<file path="src/rtl/core/deq_pkg.sv">
package deq_pkg;

    localparam int DEPTH      = 16;
    localparam int DATA_WIDTH = 32;

    localparam int IDX_W   = $clog2(DEPTH);
    localparam int CNT_W   = $clog2(DEPTH + 1);
    localparam int SUM_W   = IDX_W + 1;
    localparam int VALUE_W = 32;
    localparam int OPC_W   = 2;
    localparam int STAT_W  = 2;
    localparam int COUNT_W = 5;

    typedef enum logic [OPC_W-1:0] {
        OP_PUSH_FRONT = 2'd0,
        OP_PUSH_BACK  = 2'd1,
        OP_POP_FRONT  = 2'd2,
        OP_POP_BACK   = 2'd3
    } op_t;

    typedef enum logic [STAT_W-1:0] {
        ST_OK    = 2'd0,
        ST_EMPTY = 2'd1,
        ST_FULL  = 2'd2
    } status_t;

endpackage

</file>
<file path="src/rtl/core/deq_in_if.sv">
interface deq_in_if;
    logic                                valid;
    logic                                ready;
    logic        [deq_pkg::OPC_W-1:0]    operation;
    logic signed [deq_pkg::VALUE_W-1:0]  value;

    modport source (output valid, output operation, output value, input ready);
    modport sink   (input valid, input operation, input value, output ready);
endinterface

</file>
<file path="src/rtl/core/deq_out_if.sv">
interface deq_out_if;
    logic                                valid;
    logic                                ready;
    logic        [deq_pkg::STAT_W-1:0]   status;
    logic signed [deq_pkg::VALUE_W-1:0]  front_value;
    logic signed [deq_pkg::VALUE_W-1:0]  back_value;
    logic        [deq_pkg::COUNT_W-1:0]  entry_count;
    logic                                is_empty;

    modport source (output valid, output status, output front_value, output back_value,
                    output entry_count, output is_empty, input ready);
    modport sink   (input valid, input status, input front_value, input back_value,
                    input entry_count, input is_empty, output ready);
endinterface

</file>
<file path="src/rtl/core/double_ended_queue.sv">
// channel   dir   word contents
// --------  ----  ---------------------------------------------------------
// in_ch     in    operation (push/pop, front/back), value
// out_ch    out   status, front_value, back_value, entry_count, is_empty
//
// An item is accepted in S_IDLE, where the edge writes the entry store or
// issues its read, and finished in S_BUSY, where an edge loads the result into
// the output register. The store's read port is registered (rd_data_reg).
// The output register holds a result while the next word is accepted; the
// S_BUSY step of that word waits only while out_ch is still stalled.
// rst_n is asynchronous: head, count, FSM and output valid clear at once.
module double_ended_queue
(
    input  logic       clk,
    input  logic       rst_n,
    deq_in_if.sink     in_ch,
    deq_out_if.source  out_ch
);

    typedef enum logic [1:0] {
        S_IDLE = 2'b01,
        S_BUSY = 2'b10
    } state_t;

    // Entry store: one write port, one registered read port.
    logic signed [deq_pkg::DATA_WIDTH-1:0] entry_mem [deq_pkg::DEPTH];
    logic signed [deq_pkg::DATA_WIDTH-1:0] rd_data_reg;

    state_t                         state_reg, state_next;
    logic [deq_pkg::IDX_W-1:0]      head_reg, head_next;
    logic [deq_pkg::CNT_W-1:0]      count_reg, count_next;

    // Cached front and back entries, only meaningful while count is nonzero.
    logic signed [deq_pkg::DATA_WIDTH-1:0] front_reg, front_next;
    logic signed [deq_pkg::DATA_WIDTH-1:0] back_reg, back_next;

    // The word in flight between accept and result.
    deq_pkg::op_t                   pend_op_reg;
    deq_pkg::status_t               pend_status_reg;
    logic signed [deq_pkg::DATA_WIDTH-1:0] pend_value_reg;

    logic                           out_valid_reg;
    deq_pkg::status_t               out_status_reg;
    logic signed [deq_pkg::VALUE_W-1:0]    out_front_reg;
    logic signed [deq_pkg::VALUE_W-1:0]    out_back_reg;
    logic [deq_pkg::COUNT_W-1:0]    out_count_reg;
    logic                           out_empty_reg;

    deq_pkg::op_t                   op;
    deq_pkg::status_t               acc_status;
    logic                           in_acc;
    logic                           done;
    logic                           is_full;
    logic                           is_emp;
    logic [deq_pkg::IDX_W-1:0]      head_inc;
    logic [deq_pkg::IDX_W-1:0]      head_dec;
    logic [deq_pkg::SUM_W-1:0]      tail_sum;
    logic [deq_pkg::SUM_W-1:0]      pop_sum;
    logic [deq_pkg::IDX_W-1:0]      push_tail;
    logic [deq_pkg::IDX_W-1:0]      pop_tail;
    logic                           wr_en;
    logic [deq_pkg::IDX_W-1:0]      wr_addr;
    logic                           rd_en;
    logic [deq_pkg::IDX_W-1:0]      rd_addr;
    logic signed [deq_pkg::DATA_WIDTH-1:0] in_data;

    assign op      = deq_pkg::op_t'(in_ch.operation);
    assign in_data = deq_pkg::DATA_WIDTH'(in_ch.value);
    assign in_ch.ready = (state_reg == S_IDLE);
    assign in_acc  = in_ch.valid && in_ch.ready;
    // Result can move into the output register once it is free or draining.
    assign done    = (state_reg == S_BUSY) && (!out_valid_reg || out_ch.ready);

    assign is_full = (count_reg == deq_pkg::CNT_W'(deq_pkg::DEPTH));
    assign is_emp  = (count_reg == '0);

    // Ring index arithmetic, one compare-and-subtract per wrap.
    assign head_inc = (head_reg == deq_pkg::IDX_W'(deq_pkg::DEPTH - 1)) ? '0
                                                                      : head_reg + 1'b1;
    assign head_dec = (head_reg == '0) ? deq_pkg::IDX_W'(deq_pkg::DEPTH - 1)
                                       : head_reg - 1'b1;
    assign tail_sum = {1'b0, head_reg} + deq_pkg::SUM_W'(count_reg);
    assign pop_sum  = tail_sum - deq_pkg::SUM_W'(2);
    assign push_tail = (tail_sum >= deq_pkg::SUM_W'(deq_pkg::DEPTH))
                     ? deq_pkg::IDX_W'(tail_sum - deq_pkg::SUM_W'(deq_pkg::DEPTH))
                     : deq_pkg::IDX_W'(tail_sum);
    assign pop_tail  = (pop_sum >= deq_pkg::SUM_W'(deq_pkg::DEPTH))
                     ? deq_pkg::IDX_W'(pop_sum - deq_pkg::SUM_W'(deq_pkg::DEPTH))
                     : deq_pkg::IDX_W'(pop_sum);

    // Accept side: update head/count, write the store or fetch the new end.
    always_comb
    begin
        head_next  = head_reg;
        count_next = count_reg;
        acc_status = deq_pkg::ST_OK;
        wr_en      = 1'b0;
        wr_addr    = head_dec;
        rd_en      = 1'b0;
        rd_addr    = head_inc;
        case (op)
            deq_pkg::OP_PUSH_FRONT:
            begin
                if (is_full)
                begin
                    acc_status = deq_pkg::ST_FULL;
                end
                else
                begin
                    wr_en      = 1'b1;
                    wr_addr    = head_dec;
                    head_next  = head_dec;
                    count_next = count_reg + 1'b1;
                end
            end
            deq_pkg::OP_PUSH_BACK:
            begin
                if (is_full)
                begin
                    acc_status = deq_pkg::ST_FULL;
                end
                else
                begin
                    wr_en      = 1'b1;
                    wr_addr    = push_tail;
                    count_next = count_reg + 1'b1;
                end
            end
            deq_pkg::OP_POP_FRONT:
            begin
                if (is_emp)
                begin
                    acc_status = deq_pkg::ST_EMPTY;
                end
                else
                begin
                    head_next  = head_inc;
                    count_next = count_reg - 1'b1;
                    rd_en      = (count_reg > deq_pkg::CNT_W'(1));
                    rd_addr    = head_inc;
                end
            end
            deq_pkg::OP_POP_BACK:
            begin
                if (is_emp)
                begin
                    acc_status = deq_pkg::ST_EMPTY;
                end
                else
                begin
                    count_next = count_reg - 1'b1;
                    rd_en      = (count_reg > deq_pkg::CNT_W'(1));
                    rd_addr    = pop_tail;
                end
            end
            default:
            begin
                acc_status = deq_pkg::ST_OK;
            end
        endcase
    end

    always_ff @(posedge clk)
    begin
        if (in_acc && wr_en)
        begin
            entry_mem[wr_addr] <= in_data;
        end
        if (in_acc && rd_en)
        begin
            rd_data_reg <= entry_mem[rd_addr];
        end
    end

    // Result side: count_reg already holds the count after the word.
    always_comb
    begin
        front_next = front_reg;
        back_next  = back_reg;
        if (pend_status_reg == deq_pkg::ST_OK)
        begin
            case (pend_op_reg)
                deq_pkg::OP_PUSH_FRONT:
                begin
                    front_next = pend_value_reg;
                    if (count_reg == deq_pkg::CNT_W'(1))
                    begin
                        back_next = pend_value_reg;
                    end
                end
                deq_pkg::OP_PUSH_BACK:
                begin
                    back_next = pend_value_reg;
                    if (count_reg == deq_pkg::CNT_W'(1))
                    begin
                        front_next = pend_value_reg;
                    end
                end
                deq_pkg::OP_POP_FRONT: front_next = rd_data_reg;
                deq_pkg::OP_POP_BACK:  back_next  = rd_data_reg;
                default:               front_next = front_reg;
            endcase
        end
    end

    always_comb
    begin
        state_next = state_reg;
        unique case (state_reg)
            S_IDLE: if (in_acc) state_next = S_BUSY;
            S_BUSY: if (done)   state_next = S_IDLE;
            default:            state_next = S_IDLE;
        endcase
    end

    always_ff @(posedge clk or negedge rst_n)
    begin
        if (!rst_n)
        begin
            state_reg     <= S_IDLE;
            head_reg      <= '0;
            count_reg     <= '0;
            out_valid_reg <= 1'b0;
        end
        else
        begin
            state_reg <= state_next;
            if (in_acc)
            begin
                head_reg  <= head_next;
                count_reg <= count_next;
            end
            if (done)
            begin
                out_valid_reg <= 1'b1;
            end
            else if (out_ch.ready)
            begin
                out_valid_reg <= 1'b0;
            end
        end
    end

    always_ff @(posedge clk)
    begin
        if (in_acc)
        begin
            pend_op_reg     <= op;
            pend_status_reg <= acc_status;
            pend_value_reg  <= in_data;
        end
        if (done)
        begin
            front_reg      <= front_next;
            back_reg       <= back_next;
            out_status_reg <= pend_status_reg;
            out_count_reg  <= deq_pkg::COUNT_W'(count_reg);
            out_empty_reg  <= (count_reg == '0);
            out_front_reg  <= (count_reg == '0) ? '0 : deq_pkg::VALUE_W'(front_next);
            out_back_reg   <= (count_reg == '0) ? '0 : deq_pkg::VALUE_W'(back_next);
        end
    end

    assign out_ch.valid       = out_valid_reg;
    assign out_ch.status      = out_status_reg;
    assign out_ch.front_value = out_front_reg;
    assign out_ch.back_value  = out_back_reg;
    assign out_ch.entry_count = out_count_reg;
    assign out_ch.is_empty    = out_empty_reg;

endmodule

</file>
<file path="src/flat_wrapper.sv">
// flat-port wrapper written by rule: the top's interface ports become plain ports
module double_ended_queue_flat 
  (clk, rst_n, in_ch_valid, in_ch_operation, in_ch_value, in_ch_ready, out_ch_valid, out_ch_status, out_ch_front_value, out_ch_back_value, out_ch_entry_count, out_ch_is_empty, out_ch_ready);
  deq_in_if in_ch_i ();
  deq_out_if out_ch_i ();
  input  logic clk;
  input  logic rst_n;
  input wire logic [$bits(in_ch_i.valid)-1:0] in_ch_valid;
  input wire logic [$bits(in_ch_i.operation)-1:0] in_ch_operation;
  input wire logic [$bits(in_ch_i.value)-1:0] in_ch_value;
  output wire logic [$bits(in_ch_i.ready)-1:0] in_ch_ready;
  output wire logic [$bits(out_ch_i.valid)-1:0] out_ch_valid;
  output wire logic [$bits(out_ch_i.status)-1:0] out_ch_status;
  output wire logic [$bits(out_ch_i.front_value)-1:0] out_ch_front_value;
  output wire logic [$bits(out_ch_i.back_value)-1:0] out_ch_back_value;
  output wire logic [$bits(out_ch_i.entry_count)-1:0] out_ch_entry_count;
  output wire logic [$bits(out_ch_i.is_empty)-1:0] out_ch_is_empty;
  input wire logic [$bits(out_ch_i.ready)-1:0] out_ch_ready;
  assign in_ch_i.valid = in_ch_valid;
  assign in_ch_i.operation = in_ch_operation;
  assign in_ch_i.value = in_ch_value;
  assign in_ch_ready = in_ch_i.ready;
  assign out_ch_valid = out_ch_i.valid;
  assign out_ch_status = out_ch_i.status;
  assign out_ch_front_value = out_ch_i.front_value;
  assign out_ch_back_value = out_ch_i.back_value;
  assign out_ch_entry_count = out_ch_i.entry_count;
  assign out_ch_is_empty = out_ch_i.is_empty;
  assign out_ch_i.ready = out_ch_ready;
  double_ended_queue u_core (.clk(clk), .rst_n(rst_n), .in_ch(in_ch_i), .out_ch(out_ch_i));
endmodule
</file>
<file path="config.mk">
export PLATFORM = sky130hd
export DESIGN_NAME = double_ended_queue_flat
export DESIGN_NICKNAME = d
export VERILOG_FILES = /design/src/rtl/core/deq_pkg.sv /design/src/rtl/core/deq_in_if.sv /design/src/rtl/core/deq_out_if.sv /design/src/rtl/core/double_ended_queue.sv /design/src/flat_wrapper.sv
export SDC_FILE = /design/constraint.sdc
export NUM_CORES = 1
export LEC_CHECK = 0
export BUFFER_PORTS_ARGS = -buffer_cell sky130_fd_sc_hd__clkbuf_2
export CORE_ASPECT_RATIO = 0.9
export CORE_UTILIZATION = 60
export DETAILED_ROUTE_END_ITERATION = 10
export PLACE_DENSITY = 0.74
export REMOVE_ABC_BUFFERS = 1
export SLEW_MARGIN = 10
export SYNTH_ARGS = -nofsm -noshare
export SYNTH_HDL_FRONTEND = slang
export SYNTH_SLANG_ARGS = --single-unit
</file>
<file path="constraint.sdc">
create_clock -name clk -period 7.9 [get_ports clk]
set_input_delay 0.395 -clock clk [delete_from_list [all_inputs] [get_ports clk]]
set_output_delay 0.395 -clock clk [all_outputs]
set_load 0.02 [all_outputs]
</file>
Word level (Yosys, flattened, before mapping)
Memory sizes are Yosys's and may differ from the RTL's. A register that Yosys moved wholly into a read port is not among the register bits.
Index checks and enable logic that the tools add are counted.

word-level totals
  flip-flop bits (word level) = 184
  memory bits (writable) = 512
  bits of input ports = 38
  output and inout port bits = 74
  memories = 1

operators by class
  add/subtract/negate cells = 8
  $lt $le $gt $ge = 3
  equality and inequality tests = 17
  multiplexer cells = 34
  reductions and logical operators = 18

memory list
  memory            words  bits a word  rd ports  clocked after memory_dff  write ports  RTL line                  RTL
  u_core.entry_mem  16     32           1         1                         1            double_ended_queue.sv:26  logic signed [deq_pkg::DATA_WIDTH-1:0] entry_mem [deq_pkg::DEPTH];

operators by type and width
  operator             number
  $pmux 32 s3          2
  $mux 32              4
  $mux 4               10
  $sub 4x1->4 const B  3
  $eq 2x2->1 const B   5
  $ge 5x5->1 const B   2
  $mux 5               2
  $ne 2x2->1 const B   5
  $pmux 5 s2           1
  $mux 1               9
  $pmux 2 s2           2
  $pmux 4 s2           1
  $eq 2x1->1 const B   3
  $logic_not 2->1      3
  $mux 2               3
  $add 4x5->5          1
  $add 5x1->5 const B  1
  $eq 5x1->1 const B   1
  $eq 5x5->1 const B   1
  $gt 5x1->1 const B   1
  $logic_not 5->1      1
  $sub 5x1->5 const B  1
  $sub 5x2->5 const B  1
  $add 4x1->4 const B  1
  other kinds (11)     16

Logic depth before layout (Yosys ltp)
Gate-level depths: netlist of the first run.

  depth in word-level cells = 6
  depth in mapped cells = 11
  gate-level depth less buffers = 8

Worst setup path before layout of the first run
OpenSTA, ideal clock, no wires.

  path type = reg-to-reg
  start point = reg u_core.out_valid_reg, in the netlist u_core.out_ch.valid
  end point = reg u_core.back_reg[0] in the netlist's numbering (enable)
  library setup time = 0.649 ns
  data arrival time = 6.569 ns
  required time = 7.251 ns
  slack = 0.682 ns
  stages on the path, launching flop included = 3
  period minus slack after synthesis = 7.218 ns
  path through = dfrtp_1 nand2b_1 nor2b_1

between the ends
  word-level cells in the longest chain between the ends = 3

RTL lines
  item                    RTL line                   RTL
  start, declared         double_ended_queue.sv:42   logic out_valid_reg;
  start signal, assigned  double_ended_queue.sv:223  out_valid_reg <= 1'b0;
  start signal, assigned  double_ended_queue.sv:235  out_valid_reg <= 1'b1;
  start signal, assigned  double_ended_queue.sv:239  out_valid_reg <= 1'b0;
  $logic_not 1->1         double_ended_queue.sv:72   assign done = (state_reg == S_BUSY) && (!out_valid_reg || out_ch.ready);
  $logic_or 1x1->1        double_ended_queue.sv:72
  $logic_and 1x1->1       double_ended_queue.sv:72
  named net u_core.done   double_ended_queue.sv:52   logic done;
  end signal, assigned    double_ended_queue.sv:255  back_reg <= back_next;
  end, declared           double_ended_queue.sv:35   logic signed [deq_pkg::DATA_WIDTH-1:0] back_reg, back_next;

The timed path passes the listed nets, and every way through them passes these cells.
A chain may end at the register's enable or synchronous reset.

Final worst setup path of the first run
  start point = reg u_core.count_reg[0] in the netlist's numbering
  end point = reg u_core.rd_data_reg[1] in the netlist's numbering (read register of u_core.entry_mem), data pin

between the ends
  word-level cells in the longest chain between the ends = 6

RTL lines
  item                                              RTL line                                            RTL
  start, declared                                   double_ended_queue.sv:31                            logic [deq_pkg::CNT_W-1:0] count_reg, count_next;
  start signal, assigned                            double_ended_queue.sv:231                           count_reg <= count_next;
  $add 4x5->5                                       double_ended_queue.sv:82                            assign tail_sum = {1'b0, head_reg} + deq_pkg::SUM_W'(count_reg);
  $sub 5x2->5                                       double_ended_queue.sv:83                            assign pop_sum = tail_sum - deq_pkg::SUM_W'(2);
  $sub 4x1->4 / $ge 5x5->1 (equally long branches)  double_ended_queue.sv:88, double_ended_queue.sv:87
  $mux 4                                            double_ended_queue.sv:88                            ? deq_pkg::IDX_W'(pop_sum - deq_pkg::SUM_W'(deq_pkg::DEPTH))
  $mux 4                                            double_ended_queue.sv:145                           if (is_emp)
  $mux 4                                            --
  end, declared                                     double_ended_queue.sv:27                            logic signed [deq_pkg::DATA_WIDTH-1:0] rd_data_reg;

Parallel ways exist; a longest one is shown, timed or not.

==> results of run 1 <==
==> placed cells by master, fill, tap and decap left out, drive strengths merged, types with 6 or more instances in the layout <==
master / instances
mux2i: 6
edfxtp: 716
inv: 141
clkinv: 22
and2: 66
buf: 43
a21oi: 13
dfrtp: 11
nand2: 77
a22oi: 64
clkbuf: 202
nand4: 32
o21ai: 72
ha: 9
mux2: 130
nor2: 26
o211ai: 384
nor2b: 36
xor2: 7
==> area by class of cell <==
type | instances | area [µm²] | share of cell area, %
Timing Repair Buffer | 155 | 913.4 | 2.716
Clock buffer | 91 | 1916 | 5.695
Sequential cell | 728 | 21800 | 64.82
Clock inverter | 30 | 264.0 | 0.7849
Inverter | 140 | 525.5 | 1.562
Multi-Input combinational cell | 970 | 7375 | 21.93
Tap cell | 671 | 839.6 | 2.496
==> through the flow <==
| stage | setup TNS (ps) | utilization [%] | instances | worst slack (ps) | power (W) |
|---|---|---|---|---|---|
| floorplan | -367650 | - | 1838 | -11490 | 0.008048 |
| CTS | 0 | 68.19 | 2785 | 2859 | 0.01334 |
| global route | 0 | 68.19 | 2785 | 2547 | 0.01392 |
| detailed placement | 0 | 63.75 | 2663 | 2854 | 0.01014 |
| finish | 0 | 68.19 | 2785 | 2885 | 0.01335 |
| global placement | 0 | 63.75 | 2663 | 2992 | 0.01001 |
==> critical path, delay by kind of cell (launching register included) <==
kind	cells	cell delay, ps
XOR/XNOR	1	290
AO/OA/AOI/OAI	3	1660
multiplexers	1	410
adder cells (fa/ha/maj)	2	930
AND/OR/NAND/NOR	1	130
flip-flops	1	480
buffers and inverters	1	760
==> metal layers <==
metal  track usage [%]  share of wire (%)  vias up
met5                 0              0.011        -
met4             8.654                2.4        2
met3             5.164                8.5      138
met2             44.52                 48      884
met1             41.10                 41     9102
li1                  -                  -     7903
==> power by group through the flow <==
| stage | sequential (W) | combinational, W | clock, W |
|---|---|---|---|
| 2_1_floorplan | 0.00486 | 0.00319 | 0 |
| 3_3_place_gp | 0.00489 | 0.00512 | 0 |
| 3_5_place_dp | 0.00490 | 0.00524 | 0 |
| 4_1_cts | 0.00483 | 0.00526 | 0.00326 |
| 5_1_grt | 0.00485 | 0.00567 | 0.00339 |
| 6_report | 0.00483 | 0.00530 | 0.00322 |
==> cells by family after synthesis <==
group	count (synthesis)	share of synthesized area (%)
flops	728	72.28
compound gates	550	13.04
buf+inv	291	4.073
simple gates	259	4.538
mux	136	5.052
xor+xnor	15	0.5765
fa+ha+maj	10	0.4397
==> synthesized netlist by cell type (5+ instances only) <==
cell type,instances
sky130_fd_sc_hd__a21oi_1,13
sky130_fd_sc_hd__a22oi_1,64
sky130_fd_sc_hd__and2_1,66
sky130_fd_sc_hd__buf_1,7
sky130_fd_sc_hd__buf_2,40
sky130_fd_sc_hd__buf_6,11
sky130_fd_sc_hd__clkbuf_1,92
sky130_fd_sc_hd__dfrtp_1,11
sky130_fd_sc_hd__edfxtp_1,716
sky130_fd_sc_hd__ha_1,9
sky130_fd_sc_hd__inv_1,139
sky130_fd_sc_hd__mux2_1,17
sky130_fd_sc_hd__mux2_2,113
sky130_fd_sc_hd__mux2i_1,6
sky130_fd_sc_hd__nand2_1,77
sky130_fd_sc_hd__nand4_1,32
sky130_fd_sc_hd__nor2_1,26
sky130_fd_sc_hd__nor2b_1,36
sky130_fd_sc_hd__o211ai_1,384
sky130_fd_sc_hd__o21ai_0,72
sky130_fd_sc_hd__xnor2_1,5
sky130_fd_sc_hd__xor2_1,7
==> worst max path at each step <==
stage                                    from                     to  slack (ps)  cells past startpoint
after floorplan           u_core.count_reg[1]  u_core.rd_data_reg[0]      -11490                      7
after global placement    u_core.count_reg[0]  u_core.rd_data_reg[7]        2990                      9
after detailed placement  u_core.count_reg[0]  u_core.rd_data_reg[1]        2850                      9
after CTS                 u_core.count_reg[0]  u_core.rd_data_reg[1]        2860                      9
after global routing      u_core.count_reg[0]  u_core.rd_data_reg[1]        2550                      9
final                     u_core.count_reg[0]  u_core.rd_data_reg[1]        2890                      9
==> repair_timing <==
action	in CTS	in global routing
buffers inserted	0	0
endpoints found under the hold margin	12	0
hold buffers	1	0
==> metrics, run 1 <==
largest net degree at the start of global routing=185; number of port buffers=approximately 110; FFs w/ async S/R, synth=between 1.5 and 2%; portion of synthesized cell area occupied by the leading cell type=71.28%; Ports=112; Max Transition Viols Final=0; Hold Path Class=primary input to flip-flop; Final Instance Area=roughly 34000 µm²; Die Wd=between 200 and 250 µm; Global Route Usage Sum=~28%; type of the worst setup path=flip-flop to flip-flop; TritonCTS Buffers=between 70 and 80; Max Root-Sink Buffers=3; Crit. End Element=flip-flop; startpoint type of the worst setup path=flip-flop; slew at the pin with the worst max-slew slack=1165 ps; overall die area=just over 50000 µm²; share of total power in sequential cells=between 30% and 40%; clock tree from TritonCTS=yes; Synth cell types=47; Max-slew headroom=approximately 22%; max-cap violations=0; mean area per synthesized cell=~15 µm²; Worst Hold Launch=out_ch_ready; final net count=about 2.1k; worst reg2reg endpoint=u_core.rd_data_reg[1]; crit-path cells=ha_1 -> fa_1 -> xnor3_1 -> a211o_4 -> o21a_4 -> buf_4 -> mux2_2 -> o211ai_1 -> nand4_1; number of cells traversed by the worst register-to-register path=9; Pleak=about 11 nW; FF-to-FF setup slack=2890 ps; Largest register FFs=roughly 510; endpoint required time on the critical path=8230 ps; endpoint of the worst hold-timing path=u_core.out_ch.valid; status=finished clean; final clock period utilization by the worst path=63.48%; pwr dens=around 400 nW/µm²; residual overflow from global routing=0; worst endpoint data arrival time=5350 ps; highest clock rate=~200 MHz; Final GP Congestion=0.8052; cell at the slowest stage of the critical path=sky130_fd_sc_hd__o21a_4; number of diodes=0; Clk Latency, worst-skew pair=610 ps; post-CTS clock slew at the launch and capture registers of the worst setup and hold paths=approximately 60 ps; cell type contributing the most total cell area after synthesis=sky130_fd_sc_hd__edfxtp_1; portion of total power attributed to combinational logic=approximately two fifths; count of final hold-check violations=0; vertical extent of the die=214.7 µm; worst-case vdd ir drop=roughly 0.0006 V; setup repair after global routing missed its margin=false; count of flip-flops with a built-in enable after synthesis=just over 700; count of final setup violators=0; starting density of the core=roughly three fifths; power spent charging and discharging nets=0.004960 W; Total Routed Length=71.97 mm; final worst hold slack=between 100 and 150 ps; Internal Pwr Total=0.008389 W; Most used DFF post-synth=sky130_fd_sc_hd__edfxtp_1; detailed-route wire length per cell=roughly 26 µm; register with the most flip-flops=u_core.entry_mem; clock root buffer=sky130_fd_sc_hd__clkbuf_16; number of stages on the worst hold path=3; synth warn=0; Syn Std Cell Area=30170 µm²; number of vias per cell after detailed routing=about 6.5; largest fanout on the critical path=74; R2R Path Start=u_core.count_reg[0]; Post-DP Area=about 31000 µm²; gate count of the mapped netlist=1989; sinks on the clock net=approximately 730; Synth area leaders=sky130_fd_sc_hd__edfxtp_1, sky130_fd_sc_hd__o211ai_1, sky130_fd_sc_hd__mux2_2; synthesized flop and latch total=728; delay of the slowest cell on the worst path=870 ps; clock tree skew after final layout=about 23 ps; fill cell instance count of the final layout=about 3.3k; area growth from synthesis to layout=11.50%; number of global-route vias before repair=17.71k; Switching Share=between 30% and 40%; core region area=between 40000 and 50000 µm²; initial DRC count=~2.4k; portion of total power attributed to the clock network=~24%; antenna violations before repair=1; global-route wire length before repair=about 110 mm; FP Rows=77; post-route antenna net violation count=0; total iterations of the first detailed-routing run=5; total vias in the final route=~18k; H-tree Lvls=3; count of cells resized by post-cts repair=0; minimum period implied by the final worst setup slack=between 5000 and 6000 ps; total half-perimeter wirelength after legalization and detailed placement=35.49 mm; sequential cell area fraction in the yosys report=between 70 and 80%; number of remaining DRC errors=0; layout cell share with drive strength beyond 1=18.64%
No activity file was read; power rests on OpenSTA's default activity.
==> run 2: changes to the inputs <==
==> constraint.sdc (replaced) <==
create_clock -name clk -period 4.7 [get_ports clk]
set_input_delay 0.235 -clock clk [delete_from_list [all_inputs] [get_ports clk]]
set_output_delay 0.235 -clock clk [all_outputs]
set_load 0.02 [all_outputs]
==> metrics, run 2 (synthesized netlist as in run 1, its figures left out) <==
number of cells traversed by the worst register-to-register path=8; total half-perimeter wirelength after legalization and detailed placement=38.63 mm; count of final hold-check violations=0; R2R Path Start=u_core.count_reg[0]; most common cell after layout, fill and taps aside=sky130_fd_sc_hd__edfxtp_1; total iterations of the first detailed-routing run=6; delay of the slowest cell on the worst path=~760 ps; Max Transition Viols Final=0; number of vias per cell after detailed routing=roughly 6.5; most frequent cells in the layout=sky130_fd_sc_hd__edfxtp_1, sky130_fd_sc_hd__o211ai_1, sky130_fd_sc_hd__inv_1, sky130_fd_sc_hd__mux2_2, sky130_fd_sc_hd__clkbuf_2; Design Power=0.02276 W; Post-Place Setup Slack=819.9 ps; layout cell share with drive strength beyond 1=18.93%; multi-input combinational cell area=~7400 µm²; vertical extent of the die=about 210 µm; register with the most flip-flops=u_core.entry_mem; FF-to-FF setup slack=roughly 760 ps; post-route antenna net violation count=0; number of standard cells in the layout, taps in and fillers out=~2.8k; status=finished clean; antenna violations before repair=3; worst reg2reg endpoint=u_core.entry_mem[1][15]; clock tree skew after final layout=~29 ps; area growth from synthesis to layout=12.33%; largest net degree at the start of global routing=about 140; Register Area=between 20000 and 25000 µm²; number of remaining DRC errors=0; worst endpoint data arrival time=between 4000 and 5000 ps; number of global-route vias before repair=between 15k and 20k; Pleak=approximately 11 nW; Final GP Congestion=slightly below 0.9; final critical-path setup slack=between 700 and 800 ps; sinks on the clock net=728; detailed-route wire length per cell=25.62 µm; residual overflow from global routing=0; final clock period utilization by the worst path=between 80% and 90%; slew at the pin with the worst max-slew slack=approximately 1200 ps; Clk Latency, worst-skew pair=roughly 610 ps; Die Wd=between 200 and 250 µm; Buffers & Inverters on Critical Path=2; Hold Path Class=primary input to asynchronous set/reset pin; overall die area=roughly 50000 µm²; highest clock rate=between 200 and 300 MHz; starting density of the core=between 60 and 70%; startpoint type of the worst setup path=flip-flop; setup repair bufs after CTS=0; Global Route Usage Sum=between 20% and 30%; TritonCTS Buffers=71; cell at the slowest stage of the critical path=sky130_fd_sc_hd__nor2_4; pwr dens=about 670 nW/µm²; count of final setup violators=0; number of port buffers=around 110; Max-slew headroom=20.77%; Total Routed Length=71.71 mm; largest fanout on the critical path=19; clock tree from TritonCTS=yes; initial DRC count=between 2k and 2.5k; clock root buffer=sky130_fd_sc_hd__clkbuf_16; minimum period implied by the final worst setup slack=a little under 4000 ps; total vias in the final route=18.07k; fill cell instance count of the final layout=3346; final net count=2126; setup repair after global routing missed its margin=false; max-cap violations=0; count of cells resized by post-cts repair=0; crit-path leading delay family=simple AND/OR/NAND/NOR gates; core region area=roughly 50000 µm²; endpoint required time on the critical path=about 5000 ps; worst-case vdd ir drop=0.0009460 V; Ports=approximately 110; Crit. End Element=flip-flop; dpl cells=around 2.7k; Largest register FFs=roughly 510; FP Rows=77; post-CTS clock slew at the launch and capture registers of the worst setup and hold paths=approximately 70 ps; global-route wire length before repair=~110 mm; crit-path cells=inv_1 -> ha_1 -> nor4bb_1 -> nor3b_1 -> mux2i_1 -> nand3b_1 -> nor2_4 -> buf_4; H-tree Lvls=3; Max Root-Sink Buffers=3; setup total negative slack=0 ps; type of the worst setup path=flip-flop to flip-flop
==> run 2: cell count changes in the layout (fill, tap and decap cells not counted), moves of 2 or more <==
cell / change
sky130_fd_sc_hd__buf_4: -3
sky130_fd_sc_hd__dlygate4sd3_1: +2
sky130_fd_sc_hd__clkbuf_1: -5
sky130_fd_sc_hd__buf_12: +13
sky130_fd_sc_hd__clkinv_1: +4
sky130_fd_sc_hd__diode_2: +4
sky130_fd_sc_hd__clkinvlp_4: -2
==> run 2: final cells by class <==
type | count | area share (%)
Sequential cell | 728 | 64.34
Tap cell | 671 | 2.478
Antenna cell | 4 | 0.02954
Clock buffer | 85 | 5.524
Inverter | 140 | 1.551
Multi-Input combinational cell | 970 | 21.78
Timing Repair Buffer | 167 | 3.456
Clock inverter | 34 | 0.8419
==> run 2: timing repair <==
item                                    4_1_cts  5_1_grt
hold endpoints to repair                     14        0
endpoints found under the setup margin        0        0
hold buffers                                  3        0
==> run 2: report_power, final <==
part           internal, W  switching [W]  leakage, nW  total [W]
clock network      0.00305        0.00232         1.06    0.00537
registers          0.00788       0.000235         6.63    0.00811
logic              0.00332        0.00596         3.56    0.00927
==> run 2: worst max path at each step <==
| stage | startpoint | end | slack, ps | cells after the start |
|---|---|---|---|---|
| finish | u_core.count_reg[0] | u_core.entry_mem[1][15] | 760 | 8 |
| global placement | u_core.count_reg[0] | u_core.entry_mem[1][16] | 960 | 8 |
| detailed placement | u_core.count_reg[0] | u_core.entry_mem[1][21] | 820 | 8 |
| CTS | u_core.count_reg[1] | u_core.entry_mem[1][5] | 830 | 8 |
| global route | u_core.count_reg[1] | u_core.entry_mem[1][1] | 480 | 8 |
| floorplan | u_core.count_reg[1] | u_core.rd_data_reg[0] | -14690 | 7 |
==> run 2: metrics by stage <==
step	utilization, %	cell area (µm²)	hold slack [ps]
final	68.69	33880	52.35
after global routing	68.69	33880	63.76
after CTS	68.66	33870	40.74
after detailed placement	64.23	31680	144.6
after global placement	64.23	31680	137.6
after floorplan	-	29460	-60.59
==> run 2: layer usage <==
| layer | track usage, % | wire length, µm | vias to the layer above |
|---|---|---|---|
| li1 | - | - | 7926 |
| met1 | 40.78 | 29820 | 9134 |
| met2 | 44.16 | 34130 | 869 |
| met3 | 5.511 | 5919 | 142 |
| met4 | 9.957 | 1839 | 0 |
| met5 | 0 | 0 | - |
==> run 3: changes to the inputs <==
--- a/config.mk
+++ b/config.mk
@@ -7,9 +7,9 @@
 export LEC_CHECK = 0
 export BUFFER_PORTS_ARGS = -buffer_cell sky130_fd_sc_hd__clkbuf_2
 export CORE_ASPECT_RATIO = 0.9
-export CORE_UTILIZATION = 60
+export CORE_UTILIZATION = 56
 export DETAILED_ROUTE_END_ITERATION = 10
-export PLACE_DENSITY = 0.74
+export PLACE_DENSITY = 0.72
 export REMOVE_ABC_BUFFERS = 1
 export SLEW_MARGIN = 10
 export SYNTH_ARGS = -nofsm -noshare
==> constraint.sdc (replaced) <==
create_clock -name clk -period 3.2 [get_ports clk]
set_input_delay 0.16 -clock clk [delete_from_list [all_inputs] [get_ports clk]]
set_output_delay 0.16 -clock clk [all_outputs]
set_load 0.02 [all_outputs]
==> metrics, run 3 (synthesized netlist as in run 1, its figures left out) <==
residual overflow from global routing=0; type of the worst setup path=flip-flop to flip-flop; area growth from synthesis to layout=15.19%; most common cell after layout, fill and taps aside=sky130_fd_sc_hd__edfxtp_1; Max Root-Sink Buffers=3; antenna violations before repair=2; total half-perimeter wirelength after legalization and detailed placement=slightly above 40 mm; Worst setup endpoint=u_core.rd_data_reg[9]; Hold Path Class=primary input to flip-flop; slew at the pin with the worst max-slew slack=approximately 1100 ps; Largest register FFs=approximately 510; largest net degree at the start of global routing=about 140; worst-case vdd ir drop=about 0.0011 V; post-CTS clock slew at the launch and capture registers of the worst setup and hold paths=roughly 60 ps; register with the most flip-flops=u_core.entry_mem; post-route antenna net violation count=0; violated checks=design-rule violations; core region area=53150 µm²; Total Routed Length=between 70 and 80 mm; Max Transition Viols Final=0; sinks on the clock net=around 730; number of remaining DRC errors=12; TritonCTS Buffers=71; Crit. End Element=flip-flop; Ports=approximately 110; startpoint type of the worst setup path=flip-flop; Global Route Usage Sum=27.90%; max-cap violations=0; total iterations of the first detailed-routing run=9; Pleak=roughly 12 nW; final clock period utilization by the worst path=97.93%; worst setup path startpoint=u_core.count_reg[0]; worst endpoint data arrival time=between 3000 and 4000 ps; dpl cells=around 2.7k; H-tree Lvls=3; number of port buffers=111; Max-slew headroom=29.68%; number of vias per cell after detailed routing=roughly 6.4; number of cells traversed by the worst register-to-register path=9; highest clock rate=319.1 MHz; count of final setup violators=0; clock tree from TritonCTS=yes; global-route wire length before repair=112.9 mm; final net count=2195; FP Rows=80; number of global-route vias before repair=18.39k; total vias in the final route=roughly 18k; vertical extent of the die=~220 µm; most frequent cells in the layout=sky130_fd_sc_hd__edfxtp_1, sky130_fd_sc_hd__o211ai_1, sky130_fd_sc_hd__inv_1, sky130_fd_sc_hd__mux2_2, sky130_fd_sc_hd__clkbuf_2; starting density of the core=between 50% and 60%; FF-to-FF setup slack=approximately 66 ps; Die Wd=around 250 µm; number of standard cells in the layout, taps in and fillers out=around 2.9k; layout cell share with drive strength beyond 1=between 20% and 30%; pwr dens=983.1 nW/µm²; initial DRC count=around 2.2k; Final GP Congestion=a little over 0.8; largest fanout on the critical path=60; count of final hold-check violations=0; clock root buffer=sky130_fd_sc_hd__clkbuf_16; Clk Latency, worst-skew pair=just over 600 ps; endpoint required time on the critical path=approximately 3500 ps; setup total negative slack=0 ps; detailed-route wire length per cell=25.98 µm; setup repair after global routing missed its margin=false; Final Instance Area=roughly 35000 µm²; worst reg2reg endpoint=u_core.rd_data_reg[9]; R2R Path Start=u_core.count_reg[0]; Post-DP Area=32270 µm²; status=finished, violations left; clock tree skew after final layout=around 15 ps; minimum period implied by the final worst setup slack=between 3000 and 4000 ps; overall die area=54800 µm²
-- run 3: cell types whose count changed in the layout (fill, tap and decap cells not counted), sizes merged --
cell         delta
clkbuf          +7
diode           -3
bufinv          -3
buf            +43
bufbuf          +1
dlygate4sd3    +25
inv             +2
clkinv          -3
clkinvlp        +1
-- run 3: where the power goes --
group,switching (W),total [W],internal [W]
Clock,0.00344,0.00780,0.00436
Combinational,0.00889,0.0145,0.00559
Sequential,0.000309,0.0119,0.0116
Total,0.0126,0.0342,0.0215
-- run 3: metrics by stage --
step	power (W)	hold WS [ps]	utilization, %	setup WS (ps)
2_1_floorplan	0.01730	-135.6	-	-16190
3_3_place_gp	0.02575	63.95	60.72	26.30
3_5_place_dp	0.02610	65.95	60.72	-89.69
4_1_cts	0.03416	3.263	65.33	-12.05
5_1_grt	0.03565	11.29	65.37	4.853
6_report	0.03416	17.17	65.37	66.16
-- run 3: repair_timing --
item | CTS | global route
gates resized for setup | 2 | 2
gates cloned | 1 | 0
setup buffers | 1 | 1
hold buffers | 28 | 0
hold endpoints to repair | 358 | 0
pin swaps | 0 | 2
endpoints found under the setup margin | 10 | 167
-- run 3: how the worst min path moves through the flow --
stage                         start                   endpoint  slack, ps  depth (start not counted)
floorplan                     rst_n        u_core.count_reg[0]       -140                          0
global placement              rst_n        u_core.state_reg[1]         60                          1
detailed placement            rst_n        u_core.state_reg[1]         70                          1
CTS                 in_ch_value[23]    u_core.entry_mem[2][23]          3                          1
global route        in_ch_value[18]  u_core.pend_value_reg[18]         10                          1
finish              in_ch_value[16]   u_core.entry_mem[14][16]         20                          1
-- run 3: layer usage --
metal | share of wire [%] | wire length [µm] | track usage (%)
met2 | 48 | 35920 | 43.73
met5 | 0.085 | 64 | 0.8913
met1 | 40 | 30220 | 38.34
met3 | 8.8 | 6629 | 6.559
met4 | 3.2 | 2393 | 9.837
-- run 3: worst max-delay path: stages (launching register included) --
cell	delay, ps
sky130_fd_sc_hd__dfrtp_1	390
sky130_fd_sc_hd__ha_1	230
sky130_fd_sc_hd__fa_1	430
sky130_fd_sc_hd__xnor3_1	320
sky130_fd_sc_hd__a211o_4	110
sky130_fd_sc_hd__o21a_4	260
sky130_fd_sc_hd__buf_12	320
sky130_fd_sc_hd__mux2_2	390
sky130_fd_sc_hd__o211ai_1	230
sky130_fd_sc_hd__nand4_1	130
-- run 3: final cells by class --
cell class | count | area, µm²
Sequential cell | 728 | 21800
Fill cell | 3609 | 18410
Multi-Input combinational cell | 970 | 7380
Timing Repair Buffer | 236 | 2042
Clock buffer | 92 | 1941
Tap cell | 697 | 872.1
Inverter | 140 | 525.5
Clock inverter | 31 | 181.4
Antenna cell | 1 | 2.502
